`src/hdl/signed_integer_to_radix_text_macros.svh`:
```
// ----------------------------------------------------------------------------
// signed_integer_to_radix_text_macros.svh
// Assertion helpers for the radix text converter: clocked implication
// checks that are disabled while reset is applied.
// ----------------------------------------------------------------------------
`ifndef SIGNED_INTEGER_TO_RADIX_TEXT_MACROS_SVH
`define SIGNED_INTEGER_TO_RADIX_TEXT_MACROS_SVH

// same-cycle implication
`define SITRT_ASSERT_NOW(label, clk, rst_n, ante, cons, msg) \
	label: assert property (@(posedge clk) disable iff (!rst_n) (ante) |-> (cons)) \
		else $error(msg);

// next-cycle implication
`define SITRT_ASSERT_NEXT(label, clk, rst_n, ante, cons, msg) \
	label: assert property (@(posedge clk) disable iff (!rst_n) (ante) |=> (cons)) \
		else $error(msg);

`endif

```
`src/hdl/sitrt_pkg.sv`:
```
// ----------------------------------------------------------------------------
// sitrt_pkg
// Shared constants, types, microcode program and symbol lookup for the
// signed integer to radix text converter.
// ----------------------------------------------------------------------------
`timescale 1ns / 1ps

package sitrt_pkg;

	// widths
	localparam int VALUE_BITS    = 32;
	localparam int MAX_SYMBOLS   = 16;
	localparam int SYM_W         = 8;
	localparam int TABLE_W       = MAX_SYMBOLS * SYM_W;
	localparam int DIGIT_W       = $clog2(MAX_SYMBOLS);
	localparam int RADIX_W       = $clog2(MAX_SYMBOLS + 1);
	localparam int ADDR_W        = $clog2(VALUE_BITS);
	localparam int CNT_W         = $clog2(VALUE_BITS + 1);
	localparam int BITS_PER_STEP = 8;
	localparam int DIV_STEPS     = VALUE_BITS / BITS_PER_STEP;
	localparam int DIV_CNT_W     = (DIV_STEPS > 1) ? $clog2(DIV_STEPS) : 1;
	localparam int CFG_IDX_W     = 2;
	localparam int CFG_DATA_W    = 64;
	localparam int COUNT_REG_W   = 5;
	localparam int PC_W          = 3;

	// characters
	localparam logic [SYM_W-1:0] CHAR_PLUS  = 8'h2B;
	localparam logic [SYM_W-1:0] CHAR_MINUS = 8'h2D;
	localparam logic [SYM_W-1:0] CHAR_NUL   = 8'h00;

	// register indexes
	localparam logic [CFG_IDX_W-1:0] REG_SYMBOL_COUNT = 2'd0;
	localparam logic [CFG_IDX_W-1:0] REG_SYMBOLS_LOW  = 2'd1;
	localparam logic [CFG_IDX_W-1:0] REG_SYMBOLS_HIGH = 2'd2;

	// register reset values: radix ten, "0123456789"
	localparam logic [COUNT_REG_W-1:0] RST_SYMBOL_COUNT = 5'd10;
	localparam logic [CFG_DATA_W-1:0]  RST_SYMBOLS_LOW  = 64'h3736_3534_3332_3130;
	localparam logic [CFG_DATA_W-1:0]  RST_SYMBOLS_HIGH = 64'h0000_0000_0000_3938;

	// program addresses
	localparam logic [PC_W-1:0] PC_IDLE  = 3'd0;
	localparam logic [PC_W-1:0] PC_CHECK = 3'd1;
	localparam logic [PC_W-1:0] PC_DIV   = 3'd2;
	localparam logic [PC_W-1:0] PC_STORE = 3'd3;
	localparam logic [PC_W-1:0] PC_SIGN  = 3'd4;
	localparam logic [PC_W-1:0] PC_READ  = 3'd5;
	localparam logic [PC_W-1:0] PC_EMIT  = 3'd6;
	localparam logic [PC_W-1:0] PC_TAIL  = 3'd7;

	// datapath operations
	typedef enum logic [2:0] {
		OP_NOP,
		OP_LOAD,
		OP_CLEAR,
		OP_DIV,
		OP_STORE,
		OP_SIGN,
		OP_READ,
		OP_EMIT
	} dp_op_t;

	// jump conditions
	typedef enum logic [2:0] {
		JC_NONE,
		JC_ALWAYS,
		JC_NO_START,
		JC_TABLE_BAD,
		JC_DIV_MORE,
		JC_QUOT_NZ,
		JC_CNT_MORE
	} jcond_t;

	typedef struct packed {
		dp_op_t          op;
		jcond_t          cond;
		logic [PC_W-1:0] target;
	} ucode_t;

	// datapath flags seen by the sequencer
	typedef struct packed {
		logic start;
		logic table_bad;
		logic div_more;
		logic quot_nz;
		logic cnt_more;
	} status_t;

	// checked symbol table
	typedef struct packed {
		logic               ok;
		logic [RADIX_W-1:0] radix;
		logic [TABLE_W-1:0] symbols;
	} table_t;

	// control store
	function automatic ucode_t ucode_rom(input logic [PC_W-1:0] pc);
		ucode_t w;
		case (pc)
			PC_IDLE:  w = '{op: OP_LOAD,  cond: JC_NO_START,  target: PC_IDLE};
			PC_CHECK: w = '{op: OP_CLEAR, cond: JC_TABLE_BAD, target: PC_IDLE};
			PC_DIV:   w = '{op: OP_DIV,   cond: JC_DIV_MORE,  target: PC_DIV};
			PC_STORE: w = '{op: OP_STORE, cond: JC_QUOT_NZ,   target: PC_DIV};
			PC_SIGN:  w = '{op: OP_SIGN,  cond: JC_NONE,      target: PC_IDLE};
			PC_READ:  w = '{op: OP_READ,  cond: JC_NONE,      target: PC_IDLE};
			PC_EMIT:  w = '{op: OP_EMIT,  cond: JC_CNT_MORE,  target: PC_READ};
			PC_TAIL:  w = '{op: OP_NOP,   cond: JC_ALWAYS,    target: PC_IDLE};
			default:  w = '{op: OP_NOP,   cond: JC_ALWAYS,    target: PC_IDLE};
		endcase
		return w;
	endfunction

	// byte of symbol idx
	function automatic logic [SYM_W-1:0] sym_byte(input logic [TABLE_W-1:0] tbl,
			input logic [DIGIT_W-1:0] idx);
		return tbl[idx*SYM_W +: SYM_W];
	endfunction

endpackage

```
`src/hdl/sitrt_cfg_regs.sv`:
```
// ----------------------------------------------------------------------------
// sitrt_cfg_regs
// Configuration registers and symbol table check: radix, sign symbols and
// duplicates, registered for the sequencer.
// ----------------------------------------------------------------------------
`timescale 1ns / 1ps

module sitrt_cfg_regs (
	input  logic                             clk,
	input  logic                             arst_n,
	input  logic                             cfg_valid,
	input  logic [sitrt_pkg::CFG_IDX_W-1:0]  cfg_index,
	input  logic [sitrt_pkg::CFG_DATA_W-1:0] cfg_data,
	output sitrt_pkg::table_t                tbl
);
	import sitrt_pkg::*;

	logic [COUNT_REG_W-1:0] symbol_count_q;
	logic [CFG_DATA_W-1:0]  symbols_low_q;
	logic [CFG_DATA_W-1:0]  symbols_high_q;
	logic [TABLE_W-1:0]     symbols;
	logic [RADIX_W-1:0]     limit;
	logic [MAX_SYMBOLS-1:0] nz;
	logic [MAX_SYMBOLS-1:0] present;
	logic [RADIX_W-1:0]     n;
	logic                   bad;
	logic                   ok_q;
	logic [RADIX_W-1:0]     radix_q;

	assign symbols = {symbols_high_q, symbols_low_q};

	// register writes; unknown index is dropped
	always_ff @(posedge clk or negedge arst_n) begin
		if (!arst_n) begin
			symbol_count_q <= RST_SYMBOL_COUNT;
			symbols_low_q  <= RST_SYMBOLS_LOW;
			symbols_high_q <= RST_SYMBOLS_HIGH;
		end else if (cfg_valid) begin
			case (cfg_index)
				REG_SYMBOL_COUNT: symbol_count_q <= cfg_data[COUNT_REG_W-1:0];
				REG_SYMBOLS_LOW:  symbols_low_q  <= cfg_data;
				REG_SYMBOLS_HIGH: symbols_high_q <= cfg_data;
				default: ;
			endcase
		end
	end

	// count saturates at the table size
	assign limit = (symbol_count_q > COUNT_REG_W'(MAX_SYMBOLS)) ?
		RADIX_W'(MAX_SYMBOLS) : RADIX_W'(symbol_count_q);

	// symbols in use: under the limit and before the first zero byte
	always_comb begin
		for (int i = 0; i < MAX_SYMBOLS; i++) begin
			nz[i] = symbols[i*SYM_W +: SYM_W] != CHAR_NUL;
		end
		for (int i = 0; i < MAX_SYMBOLS; i++) begin
			present[i] = (RADIX_W'(i) < limit);
			for (int j = 0; j <= i; j++) begin
				present[i] = present[i] & nz[j];
			end
		end
	end

	// radix is the length of the prefix
	always_comb begin
		n = '0;
		for (int i = 0; i < MAX_SYMBOLS; i++) begin
			n = n + RADIX_W'(present[i]);
		end
	end

	// sign characters and repeated bytes
	always_comb begin
		bad = 1'b0;
		for (int i = 0; i < MAX_SYMBOLS; i++) begin
			if (present[i] && (symbols[i*SYM_W +: SYM_W] == CHAR_PLUS ||
					symbols[i*SYM_W +: SYM_W] == CHAR_MINUS)) begin
				bad = 1'b1;
			end
			for (int j = i + 1; j < MAX_SYMBOLS; j++) begin
				if (present[i] && present[j] &&
						symbols[i*SYM_W +: SYM_W] == symbols[j*SYM_W +: SYM_W]) begin
					bad = 1'b1;
				end
			end
		end
	end

	always_ff @(posedge clk or negedge arst_n) begin
		if (!arst_n) begin
			ok_q    <= 1'b0;
			radix_q <= '0;
		end else begin
			ok_q    <= (n >= RADIX_W'(2)) && !bad;
			radix_q <= n;
		end
	end

	assign tbl = '{ok: ok_q, radix: radix_q, symbols: symbols};

endmodule

```
`src/hdl/sitrt_sequencer.sv`:
```
// ----------------------------------------------------------------------------
// sitrt_sequencer
// Program counter over the control store; picks the next step from the
// jump condition of the current control word and the datapath flags.
// ----------------------------------------------------------------------------
`timescale 1ns / 1ps

module sitrt_sequencer (
	input  logic               clk,
	input  logic               arst_n,
	input  sitrt_pkg::status_t status,
	output sitrt_pkg::dp_op_t  op,
	output logic               busy
);
	import sitrt_pkg::*;

	logic [PC_W-1:0] pc_q;
	ucode_t          uw;
	logic            take;

	assign uw = ucode_rom(pc_q);

	// jump condition select
	always_comb begin
		case (uw.cond)
			JC_NONE:      take = 1'b0;
			JC_ALWAYS:    take = 1'b1;
			JC_NO_START:  take = !status.start;
			JC_TABLE_BAD: take = status.table_bad;
			JC_DIV_MORE:  take = status.div_more;
			JC_QUOT_NZ:   take = status.quot_nz;
			JC_CNT_MORE:  take = status.cnt_more;
			default:      take = 1'b1;
		endcase
	end

	always_ff @(posedge clk or negedge arst_n) begin
		if (!arst_n) begin
			pc_q <= PC_IDLE;
		end else begin
			pc_q <= take ? uw.target : pc_q + PC_W'(1);
		end
	end

	assign op   = uw.op;
	assign busy = pc_q != PC_IDLE;

endmodule

```
`src/hdl/sitrt_datapath.sv`:
```
// ----------------------------------------------------------------------------
// sitrt_datapath
// Magnitude register with a multi-bit restoring divider, digit buffer,
// and the output register for characters.
// ----------------------------------------------------------------------------
`timescale 1ns / 1ps

module sitrt_datapath (
	input  logic                                    clk,
	input  logic                                    arst_n,
	input  sitrt_pkg::dp_op_t                       op,
	input  logic                                    start,
	input  logic signed [sitrt_pkg::VALUE_BITS-1:0] value,
	input  sitrt_pkg::table_t                       tbl,
	output sitrt_pkg::status_t                      status,
	output logic                                    result_valid,
	output logic [sitrt_pkg::SYM_W-1:0]             char_code,
	output logic                                    last
);
	import sitrt_pkg::*;

	logic [VALUE_BITS-1:0] mag_q;
	logic [DIGIT_W-1:0]    rem_q;
	logic                  neg_q;
	logic [CNT_W-1:0]      count_q;
	logic [DIV_CNT_W-1:0]  bitcnt_q;
	logic [DIGIT_W-1:0]    mem [VALUE_BITS];
	logic [DIGIT_W-1:0]    rd_q;
	logic                  result_valid_q;
	logic [SYM_W-1:0]      char_q;
	logic                  last_q;
	logic [VALUE_BITS-1:0] value_u;
	logic [VALUE_BITS-1:0] div_m;
	logic [DIGIT_W-1:0]    div_r;
	logic [DIGIT_W:0]      div_t;
	logic [ADDR_W-1:0]     rd_addr;

	assign value_u = unsigned'(value);
	assign rd_addr = ADDR_W'(count_q - CNT_W'(1));

	// several quotient bits per cycle; remainder stays below the radix
	always_comb begin
		div_r = rem_q;
		div_m = mag_q;
		div_t = '0;
		for (int k = 0; k < BITS_PER_STEP; k++) begin
			div_t = {div_r, div_m[VALUE_BITS-1]};
			div_m = {div_m[VALUE_BITS-2:0], 1'b0};
			if (div_t >= (DIGIT_W+1)'(tbl.radix)) begin
				div_r    = DIGIT_W'(div_t - (DIGIT_W+1)'(tbl.radix));
				div_m[0] = 1'b1;
			end else begin
				div_r = div_t[DIGIT_W-1:0];
			end
		end
	end

	// counters and strobe
	always_ff @(posedge clk or negedge arst_n) begin
		if (!arst_n) begin
			count_q        <= '0;
			bitcnt_q       <= '0;
			result_valid_q <= 1'b0;
		end else begin
			result_valid_q <= (op == OP_EMIT) || (op == OP_SIGN && neg_q);
			case (op)
				OP_CLEAR: begin
					count_q  <= '0;
					bitcnt_q <= '0;
				end
				OP_DIV:   bitcnt_q <= bitcnt_q + DIV_CNT_W'(1);
				OP_STORE: count_q <= count_q + CNT_W'(1);
				OP_EMIT:  count_q <= count_q - CNT_W'(1);
				default: ;
			endcase
		end
	end

	// magnitude, remainder and output payload
	always_ff @(posedge clk) begin
		case (op)
			OP_LOAD: begin
				neg_q <= value_u[VALUE_BITS-1];
				mag_q <= value_u[VALUE_BITS-1] ? (~value_u + VALUE_BITS'(1)) : value_u;
			end
			OP_CLEAR: rem_q <= '0;
			OP_DIV: begin
				mag_q <= div_m;
				rem_q <= div_r;
			end
			OP_STORE: rem_q <= '0;
			default: ;
		endcase
		char_q <= (op == OP_SIGN) ? CHAR_MINUS : sym_byte(tbl.symbols, rd_q);
		last_q <= (op == OP_EMIT) && (count_q == CNT_W'(1));
	end

	// digit buffer, least significant digit at address zero
	always_ff @(posedge clk) begin
		if (op == OP_STORE) begin
			mem[count_q[ADDR_W-1:0]] <= rem_q;
		end
		if (op == OP_READ) begin
			rd_q <= mem[rd_addr];
		end
	end

	assign status = '{
		start:     start,
		table_bad: !tbl.ok,
		div_more:  bitcnt_q != DIV_CNT_W'(DIV_STEPS - 1),
		quot_nz:   mag_q != '0,
		cnt_more:  count_q != CNT_W'(1)
	};

	assign result_valid = result_valid_q;
	assign char_code    = char_q;
	assign last         = last_q;

endmodule

```
`src/hdl/signed_integer_to_radix_text.sv`:
```
// ----------------------------------------------------------------------------
// signed_integer_to_radix_text
// Converts a signed 32-bit value to text in the radix of a configured
// symbol table, one character per beat, most significant digit first.
// ----------------------------------------------------------------------------
//  channel   | direction | signals
//  ----------+-----------+--------------------------------------------------
//  command   | in        | start, busy, value
//  result    | out       | result_valid, char_code, last
//  config    | in        | cfg_valid, cfg_ready, cfg_index, cfg_data
//
// A value is taken when start is high and busy low. Each digit takes
// divider steps of eight quotient bits each plus a buffer write, and
// each character a buffer read plus an output step. An invalid table
// ends the command at the table check with no beats.
// Reset is asynchronous; the table returns to decimal "0123456789".
// Result beats are one cycle wide and are never held back.
// ----------------------------------------------------------------------------
`timescale 1ns / 1ps

`include "signed_integer_to_radix_text_macros.svh"

module signed_integer_to_radix_text (
	input  logic                                    clk,
	input  logic                                    arst_n,
	input  logic                                    start,
	output logic                                    busy,
	input  logic signed [sitrt_pkg::VALUE_BITS-1:0] value,
	output logic                                    result_valid,
	output logic [sitrt_pkg::SYM_W-1:0]             char_code,
	output logic                                    last,
	input  logic                                    cfg_valid,
	output logic                                    cfg_ready,
	input  logic [sitrt_pkg::CFG_IDX_W-1:0]         cfg_index,
	input  logic [sitrt_pkg::CFG_DATA_W-1:0]        cfg_data
);
	import sitrt_pkg::*;

	table_t  tbl;
	status_t status;
	dp_op_t  op;

	assign cfg_ready = 1'b1;

	sitrt_cfg_regs u_cfg (
		.clk       (clk),
		.arst_n    (arst_n),
		.cfg_valid (cfg_valid),
		.cfg_index (cfg_index),
		.cfg_data  (cfg_data),
		.tbl       (tbl)
	);

	sitrt_sequencer u_seq (
		.clk    (clk),
		.arst_n (arst_n),
		.status (status),
		.op     (op),
		.busy   (busy)
	);

	sitrt_datapath u_dp (
		.clk          (clk),
		.arst_n       (arst_n),
		.op           (op),
		.start        (start),
		.value        (value),
		.tbl          (tbl),
		.status       (status),
		.result_valid (result_valid),
		.char_code    (char_code),
		.last         (last)
	);

	// checks
	`SITRT_ASSERT_NEXT(a_accept_busy, clk, arst_n, start && !busy, busy, "command not taken")
	`SITRT_ASSERT_NOW(a_beat_in_cmd, clk, arst_n, result_valid, $past(busy), "beat while idle")
	`SITRT_ASSERT_NEXT(a_last_ends, clk, arst_n, result_valid && last, !busy, "busy after last beat")

endmodule
```
`config.mk`:
```
export PLATFORM = sky130hd
export DESIGN_NAME = signed_integer_to_radix_text
export DESIGN_NICKNAME = d
export VERILOG_FILES = /design/src/hdl/sitrt_pkg.sv /design/src/hdl/sitrt_cfg_regs.sv /design/src/hdl/sitrt_sequencer.sv /design/src/hdl/sitrt_datapath.sv /design/src/hdl/signed_integer_to_radix_text.sv
export VERILOG_INCLUDE_DIRS = /design/src /design/src/hdl
export SDC_FILE = /design/constraint.sdc
export NUM_CORES = 1
export LEC_CHECK = 0
export ABC_CLOCK_PERIOD_IN_PS = 13300
export BUFFER_PORTS_ARGS = -buffer_cell sky130_fd_sc_hd__buf_2
export CAP_MARGIN = 0
export CORE_ASPECT_RATIO = 0.5
export CORE_MARGIN = 1.5
export CORE_UTILIZATION = 64
export CTS_BUF_LIST = sky130_fd_sc_hd__clkbuf_8 sky130_fd_sc_hd__clkbuf_16
export DETAILED_ROUTE_END_ITERATION = 8
export PLACE_DENSITY = 0.8
export RECOVER_POWER = 25
export SYNTH_ARGS = -nofsm -noshare
export SYNTH_HDL_FRONTEND = slang
export SYNTH_SLANG_ARGS = --single-unit
```
`constraint.sdc`:
```
create_clock -name clk -period 13.3 [get_ports clk]
set_clock_uncertainty 0.05 [all_clocks]
set_input_delay 1.995 -clock clk [delete_from_list [all_inputs] [get_ports clk]]
set_output_delay 1.995 -clock clk [all_outputs]
set_load 0.05 [all_outputs]
```
Word level (Yosys, flattened, before mapping)
Memory sizes are Yosys's and may differ from the RTL's. A register that Yosys moved wholly into a read port is not among the register bits.
Index checks and enable logic that the tools add are counted.
{"block": "totals", "ram_bits": 128, "input_bits": 102, "reg_bits": 197, "mem_bits_ro": 72, "n_memories": 2, "out_inout_bits": 12, "word_cells": 846}
{"name": "u_dp.mem", "depth": 32, "word_bits": 4, "read_ports": 1, "rd_ports_with_merged_regs": 1, "write_ports": 1, "line": "sitrt_datapath.sv:27", "text": "logic [DIGIT_W-1:0] mem [VALUE_BITS];"}
{"name": "(name not given)", "depth": 8, "word_bits": 9, "read_ports": 1, "rd_ports_with_merged_regs": 0, "write_ports": 0, "line": "sitrt_pkg.sv:100", "text": "case (pc)"}
{"block": "op_classes", "bitwise": 137, "mux": 162, "magnitude_cmp": 26, "add_sub_neg": 28, "shifts": 1, "n_eq_ne": 169, "n_reduce_logical": 307}
{"cell": "8-bit == test", "count": 120}
{"cell": "1-bit logical AND", "count": 259}
{"cell": "8-bit by 6-bit == test with 1-bit output, second input constant", "count": 32}
{"cell": "1-bit 2-to-1 mux", "count": 146}
{"cell": "1-bit AND", "count": 136}
{"cell": "8-bit nonzero test", "count": 16}
{"cell": "128-bit by 8-bit indexed part select with 8-bit output", "count": 1}
{"cell": "5-bit by 1-bit adder with 5-bit output", "count": 14}
{"cell": "32-bit one-hot mux with 2 select lines", "count": 1}
{"cell": "5-bit >= comparator", "count": 8}
{"cell": "4-bit by 5-bit < comparator with 1-bit output, first input constant", "count": 8}
{"cell": "32-bit by 1-bit adder with 32-bit output, second input constant", "count": 1}
{"cell": "32-bit 2-to-1 mux", "count": 1}
{"cell": "4-bit 2-to-1 mux", "count": 8}
{"cell": "32-bit NOT", "count": 1}
{"cell": "32-bit nonzero test", "count": 1}
{"cell": "4-bit subtractor", "count": 8}
{"cell": "3-bit == test, second input constant", "count": 7}
{"cell": "3-bit by 5-bit < comparator with 1-bit output, first input constant", "count": 4}
{"cell": "6-bit one-hot mux with 3 select lines", "count": 1}
{"cell": "1-bit logical OR", "count": 17}
{"cell": "3-bit by 2-bit == test with 1-bit output, second input constant", "count": 4}
{"cell": "1-bit by 5-bit < comparator with 1-bit output, first input constant", "count": 2}
{"cell": "2-bit by 5-bit < comparator with 1-bit output, first input constant", "count": 2}
{"cell": "25 further kinds", "count": 32}

Longest topological paths before layout
{"block": "logic_depth", "depth_word": 144, "depth_mapped": 66, "depth_no_buf": 60}

Modules after synthesis
Synthesis repeated with hierarchy kept, for this count alone.
{"block": "unflattened", "cells_unflattened": 2991, "hier_area_um2": 29848.6}
{"module": "sitrt_cfg_regs", "area_per_inst_um2": 18378.9, "cells_per_inst": 2128, "instances": 1}
{"module": "sitrt_datapath", "area_per_inst_um2": 11086.9, "cells_per_inst": 823, "instances": 1}
{"module": "sitrt_sequencer", "area_per_inst_um2": 371.6, "cells_per_inst": 38, "instances": 1}
{"module": "signed_integer_to_radix_text", "area_per_inst_um2": 11.3, "cells_per_inst": 2, "instances": 1}

Worst setup path after synthesis
No wires, ideal clock.
{"block": "synth_timing", "kind": "reg2reg", "from": "register u_cfg.radix_q[1]", "to": "register u_dp.rem_q[2], data pin", "required_ns": 12.995, "stages_incl_launch_ff": 65, "slack_ns": 1.364, "path_buffers": 6, "arrival_time_ns": 11.631, "path_cell_list": "dfrtp_1 inv_1 ha_1 nor2b_1 o21ai_0 a31oi_1 o21ai_0 nand2b_1 clkbuf_1 mux2i_1 ha_1 nor2b_1 o21ai_0 a31oi_1 o21ai_0 nand2b_1 clkbuf_1 mux2i_1 [29 not listed] mux2i_1 ha_1 nor2b_1 o21ai_0 nand3b_1 a21o_1 a21o_1 o21ai_0 inv_1 ha_1 a21o_1 a21oi_1 a21boi_0 o21ai_0 nand2b_1 clkbuf_1 mux2i_1 nor2_1"}
{"block": "synth_via", "elab_chain_len": 17, "elab_cells_between_ends": 25}
{"element": "start: declaration", "line": "sitrt_cfg_regs.sv:28", "text": "logic [RADIX_W-1:0] radix_q;"}
{"element": "start signal: assignment", "line": "sitrt_cfg_regs.sv:96", "text": "radix_q <= n;"}
{"element": "4-bit subtractor or 5-bit >= comparator (tied branches)", "line": "sitrt_datapath.sv:50, sitrt_datapath.sv:49"}
{"element": "4-bit 2-to-1 mux", "line": "sitrt_datapath.sv:49", "text": "if (div_t >= (DIGIT_W+1)'(tbl.radix)) begin"}
{"element": "4-bit subtractor or 5-bit >= comparator (tied branches)", "line": "sitrt_datapath.sv:50, sitrt_datapath.sv:49"}
{"element": "4-bit 2-to-1 mux", "line": "sitrt_datapath.sv:49"}
{"element": "4-bit subtractor or 5-bit >= comparator (tied branches)", "line": "sitrt_datapath.sv:50, sitrt_datapath.sv:49"}
{"element": "4-bit 2-to-1 mux", "line": "sitrt_datapath.sv:49"}
{"element": "5-bit >= comparator or 4-bit subtractor (tied branches)", "line": "sitrt_datapath.sv:49, sitrt_datapath.sv:50"}
{"element": "4-bit 2-to-1 mux", "line": "sitrt_datapath.sv:49"}
{"element": "4-bit subtractor or 5-bit >= comparator (tied branches)", "line": "sitrt_datapath.sv:50, sitrt_datapath.sv:49"}
{"element": "4-bit 2-to-1 mux", "line": "sitrt_datapath.sv:49"}
{"element": "4-bit subtractor or 5-bit >= comparator (tied branches)", "line": "sitrt_datapath.sv:50, sitrt_datapath.sv:49"}
{"element": "4-bit 2-to-1 mux", "line": "sitrt_datapath.sv:49"}
{"element": "5-bit >= comparator or 4-bit subtractor (tied branches)", "line": "sitrt_datapath.sv:49, sitrt_datapath.sv:50"}
{"element": "4-bit 2-to-1 mux", "line": "sitrt_datapath.sv:49"}
{"element": "4-bit subtractor or 5-bit >= comparator (tied branches)", "line": "sitrt_datapath.sv:50, sitrt_datapath.sv:49"}
{"element": "4-bit 2-to-1 mux *", "line": "sitrt_datapath.sv:49"}
{"element": "4-bit one-hot mux with 2 select lines *", "line": "sitrt_datapath.sv:81", "text": "case (op)"}
{"element": "end signal: assignment", "line": "sitrt_datapath.sv:89", "text": "rem_q <= div_r;"}
{"element": "end: declaration", "line": "sitrt_datapath.sv:23", "text": "logic [DIGIT_W-1:0] rem_q;"}
Every way passes the cells marked *; elsewhere a longest branch is shown, timed or not.
A chain may end at the register's enable or synchronous reset.

Final worst setup path
{"block": "layout_timing", "from": "register u_cfg.radix_q[1]", "to": "register u_dp.rem_q[3], data pin"}
The elaborated chain is that of the path after synthesis.

==> impl_metrics.json <==
{
  "vias": 25400,
  "cts_tree": "yes",
  "fillers": 3315,
  "critPathMaxFanout": 8,
  "hpwlAfterDp_um": 68140,
  "die_w_um": 306.4,
  "hold_class": "flip-flop to flip-flop",
  "post_drt_wl_per_cell_um": 31.31,
  "path_clk_slew_ns": 0.07,
  "synth.top_cell.area_share_pct": 17.23,
  "r2r-start": "u_cfg.radix_q[1]",
  "synth_top_flop_cell": "edfxtp_1",
  "syn_inst": 2944,
  "r2r_setup_slack_ns": 0.88,
  "cts_hold_buf": 0,
  "antenna_left": 0,
  "post-synth-top-area-cell": "edfxtp_1",
  "start_kind": "flip-flop",
  "slew_viol_final": 75,
  "syn_avg_cell_area_um2": 10.00,
  "finalNonFillerCells": 3526,
  "end_kind": "flip-flop",
  "syn2layout_area_growth_pct": 6.827,
  "timing_worst_setup_path_type": "flip-flop to flip-flop",
  "yosysMostFrequentCell": "xor2_1",
  "yosysSeqAreaShare_pct": 30.83,
  "synth-seq-cells": 329,
  "pin_count": 114,
  "slew-limit-headroom_pct": -202.4,
  "grt_pass1_wl_um": 161400,
  "ys_async_sr_fraction_pct": 45.90,
  "fp.coreArea_um2": 45280,
  "path_delay_family": "compound AO/OA/AOI/OAI gates",
  "start_util_pct": 65.04,
  "status": "finished, violations left",
  "wl_um": 110400,
  "clockRootBuffer": "clkbuf_16",
  "critPathSlowestCell": "dfrtp_2",
  "violations": "DRC, capacitance limit, slew limit",
  "grt_overflow_total": 0,
  "vias_per_cell": 7.204,
  "period_minus_slack_ns": 12.42,
  "multi_input_area_um2": 18780,
  "clk_latency_ns": 0.64,
  "worstPathArrival_ns": 12.75,
  "cap_violations": 1,
  "cts_buffer_depth": 3,
  "htreeDepth": 1,
  "grt_start_max_net_pins": 79,
  "gr-usage-all-layers_pct": 46.28,
  "drt_iter0_drc": 3988,
  "antenna_found_initial": 7,
  "ys_warn_count": 0,
  "cts_buffers": 30,
  "synthTopCellsByCount": "xor2_1, xnor2_1, buf_2, edfxtp_1, nor4_1",
  "route.detailed.drc": 2,
  "nets": 3078,
  "hold_viol": 0,
  "period_share_pct": 93.36,
  "io_buffers": 112,
  "rows": 55,
  "syn_area_um2": 29450,
  "synth_edf_count": 169,
  "synth.area.top_cells": "edfxtp_1, xor2_1, xnor2_1",
  "cp.required_ns": 13.63,
  "dieArea_um2": 47390,
  "drive_gt1_share_pct": 20.05,
  "max_stage_delay_ns": 0.44,
  "grt_pass1_vias": 24510,
  "synth_nets": 3124,
  "die_y_um": 154.7,
  "setup-tns-final_ns": 0,
  "drtPass1Iterations": 9,
  "cp-startpoint": "u_cfg.radix_q[1]",
  "place.gp.congestion": 1.110,
  "final-seq-area_um2": 9082,
  "cts.sinks": 329,
  "critPathBufInv": 2,
  "setup_viol": 0,
  "tightest_slew_ns": 4.536,
  "fmax_mhz": 80.54,
  "cp_common_cell": "o21ai_0",
  "hp-start": "u_dp.count_q[5]",
  "dp.cells": 3458,
  "post_synth_num_cell_types": 72
}
## cells in the final DEF, fill, tap and decap left out, types with 7 or more instances in the layout
cell and count:
xnor2_1 477, edfxtp_1 169, nor2_1 114, nand3_1 57, nand2_1 77, dfxtp_1 9, a21oi_1 54, or4_1 7
nor2b_1 22, mux2_2 147, nand4_1 126, clkbuf_16 30, or2_2 8, xor2_1 549, a21o_1 8, bufinv_16 7
buf_2 111, dfstp_2 37, or3_1 7, and3_1 12, nand2b_1 8, nor3_1 51, inv_1 65, mux4_2 80
a31oi_1 25, nand3b_1 7, o22ai_1 10, o21ai_0 52, dfrtp_1 112, ha_1 60, fa_1 18, o31ai_1 19
nor4_1 156, buf_4 128
## stage by stage
step / setup WS, ns / utilization (%) / hold slack, ns / instance area, um2
after floorplan: 1.364 / - / 0.3729 / 29450
after global placement: 0.6594 / 66.86 / 0.4179 / 30270
after detailed placement: -0.1883 / 66.86 / 0.4369 / 30270
after CTS: 0.008280 / 69.27 / 0.4588 / 31370
after global routing: -0.1213 / 69.46 / 0.4703 / 31450
final: 0.8835 / 69.48 / 0.4691 / 31460
## cell families after synthesis
group	Yosys count	synth area share (%)
XOR/XNOR	1026	30.51
AND/OR/NAND/NOR	675	12.49
buffers and inverters	381	5.637
flip-flops	329	30.83
multiplexers	236	12.04
AO/OA/AOI/OAI	218	4.703
adder cells (fa/ha/maj)	78	3.772
other	1	0.01273
## routing by layer
metal  vias up  routed length, um  global-route usage (%)
met5         -                 44                       0
met4         6               7529                   23.76
met3       624              18520                   19.84
met2      2339              43880                   65.74
met1     12290              40410                   60.12
li1      10140                  -                       -
## cell type report
| type | count | area share, % |
|---|---|---|
| diodes | 6 | 0.04772 |
| well taps | 598 | 2.378 |
| repair buffers | 241 | 4.844 |
| clock inverters | 26 | 1.062 |
| clock buffers | 30 | 2.386 |
| inverters | 62 | 0.7397 |
| flip-flops and latches | 329 | 28.87 |
| multi-input cells | 2234 | 59.68 |
## timing repair
action,in CTS,in global routing
resized for setup,3,15
setup buffers,0,6
pin swaps,0,0
endpoints found under the setup margin,5,5
## sequential cells by signal, summed over array words and instances (netlist names), 5 cells and up
name,count
u_dp.mem,128
u_cfg.symbols_high_q,64
u_cfg.symbols_low_q,64
u_dp.mag_q,32
u_dp.char_code,8
u_dp.count_q,6
u_cfg.radix_q,5
u_cfg.symbol_count_q,5
## worst paths after layout
check                                  end  depth (start not counted)
min reg2reg                u_dp.count_q[5]                          1
max                          u_dp.rem_q[3]                         59
max in group asynchronous  u_dp.count_q[0]                          1
min in group asynchronous  u_dp.count_q[4]                          1
min                        u_dp.count_q[5]                          1
max reg2reg                  u_dp.rem_q[3]                         59
Power is left out: the tool's default activity adds up to more than one toggle a clock period on the data nets, which glitch-free logic cannot reach.
